===== config.mk =====
export PLATFORM = sky130hd
export DESIGN_NAME = raw_sample_to_double_unpack_core
export DESIGN_NICKNAME = d
export VERILOG_FILES = /design/src/design/rsd_pkg.sv /design/src/design/raw_sample_to_double_unpack_core.sv
export SDC_FILE = /design/constraint.sdc
export NUM_CORES = 1
export LEC_CHECK = 0
export ABC_AREA = 1
export BUFFER_PORTS_ARGS = -buffer_cell sky130_fd_sc_hd__buf_2
export CAP_MARGIN = 20
export CORE_MARGIN = 2
export CORE_UTILIZATION = 55
export CTS_CLUSTER_DIAMETER = 60
export DETAILED_ROUTE_END_ITERATION = 8
export PLACE_DENSITY = 0.69
export SYNTH_ARGS = -nofsm -noshare
export SYNTH_HDL_FRONTEND = slang
export SYNTH_SLANG_ARGS = --single-unit
export TNS_END_PERCENT = 1

===== constraint.sdc =====
create_clock -name aclk -period 16.3 [get_ports aclk]
set_clock_uncertainty 0.2 [all_clocks]
set_input_delay 1.63 -clock aclk [delete_from_list [all_inputs] [get_ports aclk]]
set_output_delay 1.63 -clock aclk [all_outputs]
set_load 0.05 [all_outputs]

===== src/design/rsd_pkg.sv =====
// Shared constants and types for the raw sample to binary64 unpack core.
package rsd_pkg;

    localparam logic [1:0] REG_WORD_SIZE = 2'd0;
    localparam logic [1:0] REG_IS_FLOAT  = 2'd1;

    localparam logic [3:0] SIZE_1B = 4'd1;
    localparam logic [3:0] SIZE_2B = 4'd2;
    localparam logic [3:0] SIZE_4B = 4'd4;
    localparam logic [3:0] SIZE_8B = 4'd8;

    localparam logic [3:0]  WORD_SIZE_RESET = SIZE_2B;
    // 1023 bias plus 63, the exponent of a magnitude whose top bit is bit 63
    localparam logic signed [12:0] EXP_TOP = 13'sd1086;

    typedef struct packed {
        logic               pass;     // result is pass_val as is
        logic [63:0]        pass_val;
        logic               neg;
        logic [63:0]        mag;
        logic signed [11:0] scale;    // value = mag * 2^scale
    } rsd_num_t;

endpackage


===== src/design/raw_sample_to_double_unpack_core.sv =====
// Raw sample to binary64 unpack core: int8/16/32/64 and binary16/32/64 to binary64.
//
//  channel | dir | handshake         | payload
//  s_      | in  | s_tvalid/s_tready | s_tdata[63:0] raw_word
//  m_      | out | m_tvalid/m_tready | m_tdata[63:0] value_bits
//  cfg_    | in  | cfg_we            | cfg_index, cfg_wdata
//
// One word per cycle through four register stages: input register, format decode,
// leading-zero count, then normalize/round into the output register. An accepted
// word passes raw_reg, num_reg, num3_reg/lzc_reg and m_tdata_reg in that order.
// All stages advance together whenever the output register is empty or taken.
// aresetn (synchronous) clears the valid bits and resets the configuration registers.
module raw_sample_to_double_unpack_core (
    input  logic        aclk,
    input  logic        aresetn,
    input  logic        s_tvalid,
    output logic        s_tready,
    input  logic [63:0] s_tdata,    // raw_word[63:0]
    output logic        m_tvalid,
    input  logic        m_tready,
    output logic [63:0] m_tdata,    // value_bits[63:0]
    input  logic        cfg_we,
    input  logic [1:0]  cfg_index,
    input  logic [3:0]  cfg_wdata
);
    import rsd_pkg::*;

    logic [3:0]  word_size_reg;
    logic        is_float_reg;
    logic        v1_reg, v2_reg, v3_reg, m_tvalid_reg;
    logic [63:0] raw_reg;
    rsd_num_t    num_next, num_reg, num3_reg;
    logic [5:0]  lzc_next, lzc_reg;
    logic [63:0] m_tdata_reg, m_tdata_next;
    logic        adv;

    assign adv      = !m_tvalid_reg || m_tready;
    assign s_tready = adv;
    assign m_tvalid = m_tvalid_reg;
    assign m_tdata  = m_tdata_reg;

    always_ff @(posedge aclk) begin
        if (!aresetn) begin
            word_size_reg <= WORD_SIZE_RESET;
            is_float_reg  <= 1'b0;
        end else if (cfg_we) begin
            if (cfg_index == REG_WORD_SIZE) word_size_reg <= cfg_wdata;
            else if (cfg_index == REG_IS_FLOAT) is_float_reg <= cfg_wdata[0];
        end
    end

    always_ff @(posedge aclk) begin
        if (!aresetn) begin
            v1_reg       <= 1'b0;
            v2_reg       <= 1'b0;
            v3_reg       <= 1'b0;
            m_tvalid_reg <= 1'b0;
        end else if (adv) begin
            v1_reg       <= s_tvalid;
            v2_reg       <= v1_reg;
            v3_reg       <= v2_reg;
            m_tvalid_reg <= v3_reg;
        end
    end

    always_ff @(posedge aclk) begin
        if (adv) begin
            raw_reg     <= s_tdata;
            num_reg     <= num_next;
            num3_reg    <= num_reg;
            lzc_reg     <= lzc_next;
            m_tdata_reg <= m_tdata_next;
        end
    end

    // decode the sample into sign, magnitude and scale
    always_comb begin
        logic [63:0] sx;
        logic [4:0]  hex;
        logic [7:0]  sex;
        num_next = '0;
        sx  = '0;
        hex = raw_reg[14:10];
        sex = raw_reg[30:23];
        if (is_float_reg) begin
            case (word_size_reg)
                SIZE_2B: begin
                    num_next.neg = raw_reg[15];
                    if (hex == 5'd0) begin
                        num_next.mag   = {54'd0, raw_reg[9:0]};
                        num_next.scale = -12'sd24;
                    end else begin
                        num_next.mag   = {53'd0, 1'b1, raw_reg[9:0]};
                        num_next.scale = $signed({7'd0, hex}) - 12'sd25;
                    end
                end
                SIZE_4B: begin
                    num_next.neg = raw_reg[31];
                    if (sex == 8'hff) begin
                        num_next.pass     = 1'b1;
                        num_next.pass_val = {raw_reg[31], 11'h7ff,
                                             {raw_reg[22:0], 29'd0} |
                                             {(raw_reg[22:0] != 23'd0), 51'd0}};
                    end else if (sex == 8'd0) begin
                        num_next.mag   = {41'd0, raw_reg[22:0]};
                        num_next.scale = -12'sd149;
                    end else begin
                        num_next.mag   = {40'd0, 1'b1, raw_reg[22:0]};
                        num_next.scale = $signed({4'd0, sex}) - 12'sd150;
                    end
                end
                SIZE_8B: begin
                    num_next.pass     = 1'b1;
                    num_next.pass_val = raw_reg;
                end
                default: num_next.pass = 1'b1;
            endcase
        end else begin
            case (word_size_reg)
                SIZE_1B: sx = {{56{raw_reg[7]}}, raw_reg[7:0]};
                SIZE_2B: sx = {{48{raw_reg[15]}}, raw_reg[15:0]};
                SIZE_4B: sx = {{32{raw_reg[31]}}, raw_reg[31:0]};
                SIZE_8B: sx = raw_reg;
                default: num_next.pass = 1'b1;
            endcase
            num_next.neg = sx[63];
            num_next.mag = sx[63] ? (~sx + 64'd1) : sx;
        end
    end

    // leading-zero count of the magnitude
    always_comb begin
        lzc_next = 6'd0;
        for (int i = 0; i < 64; i++) begin
            if (num_reg.mag[i]) lzc_next = 6'(63 - i);
        end
    end

    // normalize, round to nearest even, pack
    always_comb begin
        logic [63:0]        sh;
        logic [53:0]        keep;
        logic               up;
        logic signed [12:0] e;
        sh   = num3_reg.mag << lzc_reg;
        up   = sh[10] && ((|sh[9:0]) || sh[11]);
        keep = {1'b0, sh[63:11]} + {53'd0, up};
        e    = EXP_TOP - $signed({7'd0, lzc_reg}) + 13'(num3_reg.scale)
               + $signed({12'd0, keep[53]});
        if (num3_reg.pass) m_tdata_next = num3_reg.pass_val;
        else if (num3_reg.mag == 64'd0) m_tdata_next = {num3_reg.neg, 63'd0};
        else if (keep[53]) m_tdata_next = {num3_reg.neg, e[10:0], 52'd0};
        else m_tdata_next = {num3_reg.neg, e[10:0], keep[51:0]};
    end

endmodule


; ---- Yosys cells after proc, flatten, opt, wreduce, memory -nomap -nowiden
; Index checks and enable logic that the tools add are counted.
[totals]
regBits = 425
input_bits = 75
out_inout_bits = 66
word_cells = 138
[op_classes]
addsub = 7
n_eq_ne = 6
shift = 1
muxes = 79
n_bitwise = 3
reduce_logical = 18
[ops]
columns = cell, count
row1 = 64-bit one-hot mux with 4 select lines, 1
row2 = 6-bit two-way mux, 32
row3 = 64-bit two-way mux, 3
row4 = 77-bit one-hot mux with 2 select lines, 1
row5 = 65-bit two-way mux, 2
row6 = 64-bit one-hot mux with 2 select lines, 1
row7 = 5-bit two-way mux, 16
row8 = 76-bit two-way mux, 1
row9 = 64-bit by 1-bit adder with 64-bit output (second input constant), 1
row10 = 64-bit logical NOT, 1
row11 = 64-bit inverter, 1
row12 = 64-bit by 6-bit << shifter with 64-bit output, 1
row13 = 63-bit two-way mux, 1
row14 = 53-bit by 1-bit adder with 54-bit output, 1
row15 = 52-bit two-way mux, 1
row16 = 52-bit OR, 1
row17 = 36-bit two-way mux, 1
row18 = 4-bit two-way mux, 8
row19 = 32-bit OR reduction, 1
row20 = 23-bit two-way mux, 1
row21 = 23-bit nonzero test, 1
row22 = 16-bit OR reduction, 1
row23 = 3-bit two-way mux, 4
row24 = 11-bit adder, 1
row25 = other kinds (26), 31

; ---- Depth between registers and ports, before layout
[depth]
depth_word = 63
ltp_mapped = 63
mapped_depth_nobuf = 63

; ---- Worst setup path before layout
; Ideal clock, no wire load.
[synth_path]
kind = in2out
from = input m_tready
to = output s_tready
arrival_ns = 9.981
t_required_ns = 14.470
path_slack_ns = 4.489
path_stages = 2
path_buffers = 0
path_cell_list = nor2_1 -> inv_1
[synth_between]
elab_chain_len = 1
[synth_lines]
columns = element, line
row1 = "start, declared", raw_sample_to_double_unpack_core.sv:20  ; input logic m_tready,
row2 = 1-bit logical OR, raw_sample_to_double_unpack_core.sv:37  ; assign adv = !m_tvalid_reg || m_tready;
row3 = "end, declared", raw_sample_to_double_unpack_core.sv:17  ; output logic s_tready,
; Every way passes these cells.

; ---- Worst setup path after layout
[layout_path]
from = register lzc_reg[1]
to = register m_tdata_reg[60] (netlist: m_tdata[60]), data pin
[layout_between]
elab_chain_len = 8
word_cells_on_any_way = 10
cone_classes = add/sub (4) / shift (1) / mux (2) / reduce/logical (3)
[layout_lines]
columns = element, line
row1 = "start, declared", raw_sample_to_double_unpack_core.sv:33  ; logic [5:0] lzc_next, lzc_reg;
row2 = "start signal, assigned", raw_sample_to_double_unpack_core.sv:71  ; lzc_reg <= lzc_next;
row3 = 64-bit by 6-bit << shifter with 64-bit output, raw_sample_to_double_unpack_core.sv:145  ; sh = num3_reg.mag << lzc_reg;
row4 = 10-bit OR reduction, raw_sample_to_double_unpack_core.sv:146  ; up = sh[10] && ((|sh[9:0]) || sh[11]);
row5 = 1-bit logical OR, raw_sample_to_double_unpack_core.sv:146
row6 = 1-bit logical AND, raw_sample_to_double_unpack_core.sv:146
row7 = 53-bit by 1-bit adder with 54-bit output, raw_sample_to_double_unpack_core.sv:147  ; keep = {1'b0, sh[63:11]} + {53'd0, up};
row8 = 11-bit by 2-bit adder with 11-bit output (*), raw_sample_to_double_unpack_core.sv:149  ; + $signed({12'd0, keep[53]});
row9 = 63-bit two-way mux (*), raw_sample_to_double_unpack_core.sv:151  ; else if (num3_reg.mag == 64'd0) m_tdata_next = {num3_reg.neg, 63'd0};
row10 = 64-bit two-way mux (*), raw_sample_to_double_unpack_core.sv:150  ; if (num3_reg.pass) m_tdata_next = num3_reg.pass_val;
row11 = net m_tdata_next[60], raw_sample_to_double_unpack_core.sv:34  ; logic [63:0] m_tdata_reg, m_tdata_next;
row12 = "end signal, assigned", raw_sample_to_double_unpack_core.sv:72  ; m_tdata_reg <= m_tdata_next;
row13 = "end, declared", raw_sample_to_double_unpack_core.sv:34
; Mark *: on every way through the listed nets, which the timed path passes. The rest lies on a longest branch.
; A chain may end at the register's enable or synchronous reset.

==> load_flow_metrics.sql <==
INSERT INTO impl_metrics (metric_group, metric, value, unit) VALUES
('logic_synthesis', 'yosysTopAreaCellShare', '52.88', '%'),
('final_layout', 'areaGrowthSynthToFinish', '10.71', '%'),
('detailed_routing', 'drt_first_pass_iters', '5', ''),
('logic_synthesis', 'synth_cells', '2642', ''),
('critical_path', 'crit_arrival', '8790', 'ps'),
('logic_synthesis', 'avgSynthCellArea', '8.855', 'um2'),
('critical_path', 'critPathCaptureType', 'flop', ''),
('clocking', 'tritoncts_num_sinks', '421', ''),
('global_routing', 'grt_usage', '31.68', '%'),
('final_layout', 'post-route-cell-area', '25900', 'um2'),
('critical_path', 'worst-path-max-fanout', '63', ''),
('floorplan', 'die-width', '210.2', 'um'),
('critical_path', 'r2r_slack', '7660', 'ps'),
('detailed_routing', 'ant_nets', '0', ''),
('final_layout', 'nFillCells', '3560', ''),
('floorplan', 'die_h', '210.2', 'um'),
('logic_synthesis', 'yosys_most_used_dff', 'sky130_fd_sc_hd__edfxtp_1', ''),
('clocking', 'post-cts-setup-buffer-count', '0', ''),
('logic_synthesis', 'ys_seq_elements', '421', ''),
('critical_path', 'worst-path-buf-inv', '6', ''),
('floorplan', 'row_count', '75', ''),
('min_path', 'hold_path_depth', '0', ''),
('logic_synthesis', 'mappedNetlistNets', '2738', ''),
('clocking', 'cts_root_buffer', 'sky130_fd_sc_hd__clkbuf_16', ''),
('floorplan', 'dieArea', '44200', 'um2'),
('logic_synthesis', 'yosys_warnings', '0', ''),
('sta', 'timing.final.crit_share', '53.03', '%'),
('critical_path', 'cpMostUsedCell', 'sky130_fd_sc_hd__inv_1', ''),
('floorplan', 'floorplan.core_area', '41950', 'um2'),
('logic_synthesis', 'netlist_area', '23390', 'um2'),
('critical_path', 'critical_path.top_delay_family', 'simple AND/OR/NAND/NOR gates', ''),
('placed_design', 'detailed_place_hpwl', '53490', 'um'),
('critical_path', 'setup.worst_path.class', 'reg -> reg', ''),
('clocking', 'bufs_on_longest_clock_path', '3', ''),
('global_routing', 'grt_antenna_before_repair', '4', ''),
('power_and_ir_drop', 'power_density', '158.0', 'nW/um2'),
('sta', 'fmax', '115.7', 'MHz'),
('min_path', 'hold_path_class', 'reg -> reg', ''),
('detailed_routing', 'drc', '0', ''),
('logic_synthesis', 'sequential_to_total_area_share_from_yosys_stat', '53.65', '%'),
('placed_design', 'placement.cell_area', '24520', 'um2'),
('final_layout', 'final_layout_size_suffix_gt1_share', '10.57', '%'),
('placed_design', 'gpl.final_weighted_congestion', '0.9780', ''),
('clocking', 'cts_hold_buffers', '0', ''),
('power_and_ir_drop', 'comb_power_share', '39.5', '%'),
('detailed_routing', 'route.detailed.wl_per_inst', '20.97', 'um'),
('power_and_ir_drop', 'p_sw', '1710', 'uW'),
('sta', 'min_period', '8644', 'ps'),
('placed_design', 'port_buffers', '140', ''),
('clocking', 'clock_insertion_delay_worst_skew', '610', 'ps'),
('logic_synthesis', 'synthArstFlopShare', '0', '%'),
('logic_synthesis', 'ys_types', '66', ''),
('power_and_ir_drop', 'design_power_total', '4093', 'uW'),
('sta', 'report.final.hold_viol_count', '0', ''),
('critical_path', 'reg2reg_from', 'lzc_reg[1]', ''),
('power_and_ir_drop', 'p_clk_share', '23.6', '%'),
('critical_path', 'cpMaxStageDelayCell', 'sky130_fd_sc_hd__edfxtp_1', ''),
('sta', 'fin_setup_tns', '0', 'ps'),
('sta', 'rsz_0062_raised_after_global_routing', 'false', ''),
('job', 'timing.max_cap.violations', '0', ''),
('sta', 'tightest_slew', '1076', 'ps'),
('final_layout', 'layout.cells.most_common_list', '602 x sky130_fd_sc_hd__nand2_1, 412 x sky130_fd_sc_hd__edfxtp_1, 346 x sky130_fd_sc_hd__inv_1, 244 x sky130_fd_sc_hd__o21ai_0, 233 x sky130_fd_sc_hd__nor2_1', ''),
('critical_path', 'critPathMaxStageDelay', '700', 'ps'),
('run_status', 'outcome', 'finished clean', ''),
('detailed_routing', 'drt_first_iter_violations', '2326', ''),
('floorplan', 'starting_density', '55.77', '%'),
('clocking', 'clk_transition_reported_paths', '60', 'ps'),
('detailed_routing', 'vias', '19050', ''),
('critical_path', 'worstSetupStartpointType', 'flop', ''),
('logic_synthesis', 'netlist.top_cell.by_area', 'sky130_fd_sc_hd__edfxtp_1', ''),
('clocking', 'cts_made_buffers', '43', '');
[cells by family after synthesis]
| logic type | count (synthesis) | share of synthesized area, % |
|---|---|---|
| AND/OR/NAND/NOR | 1084 | 20.01 |
| multiplexers | 68 | 2.909 |
| flip-flops | 421 | 53.65 |
| XOR/XNOR | 41 | 1.535 |
| AO/OA/AOI/OAI | 541 | 12.99 |
| adder cells (fa/ha/maj) | 21 | 1.155 |
| buffers and inverters | 466 | 7.755 |
[area by class of cell]
cell class	count	area, um2	share of cell area, %
flip-flops and latches	421	12550	48.46
clock buffers	49	1099	4.242
diodes	2	5.005	0.01932
repair buffers	167	919.6	3.551
multi-input cells	1755	9034	34.88
well taps	539	674.4	2.604
clock inverters	27	280.3	1.082
inverters	354	1336	5.159
[synth_stat cells, drive strengths merged (5+ instances only)]
library cell / number
o21ai: 296
xor2: 29
a21oi: 147
nor3: 70
inv: 351
nor4: 40
o22ai: 12
nand2: 606
clkbuf: 84
ha: 20
nor2: 243
buf: 28
a31oi: 18
dfxtp: 9
edfxtp: 412
o32ai: 7
o21a: 7
or2: 12
o31ai: 13
nand3: 68
nand4: 28
a21boi: 5
o211ai: 13
mux2i: 68
and3: 5
a22oi: 5
xnor2: 12
[per-layer routing]
layer | GRT usage [%] | share of wire [%] | vias to the layer above
met4 | 14.60 | 4.6 | 0
met5 | 0 | 0 | -
met2 | 48.82 | 44 | 806
met3 | 4.380 | 7.5 | 145
met1 | 44.81 | 44 | 8902
li1 | - | - | 9192
[power by group through the flow]
stage	clock (uW)	sequential, uW	combinational, uW
final	964	1510	1620
after global routing	1020	1530	1760
after CTS	980	1510	1600
after detailed placement	0	1530	1590
after global placement	0	1530	1580
after floorplan	0	1770	899
[through the flow]
step | std cells | util, % | hold slack [ps]
2_1_floorplan | 2642 | - | 200.3
3_3_place_gp | 3235 | 58.42 | 200.4
3_5_place_dp | 3236 | 58.45 | 204.5
4_1_cts | 3312 | 61.73 | 214.7
5_1_grt | 3312 | 61.73 | 223.2
6_report | 3314 | 61.75 | 211.0
[worst paths after layout]
check             endpoint
max            m_tdata[60]
min          num3_reg[114]
max reg2reg    m_tdata[60]
min reg2reg  num3_reg[114]
Note: power is estimated with default switching activity, not from simulation.
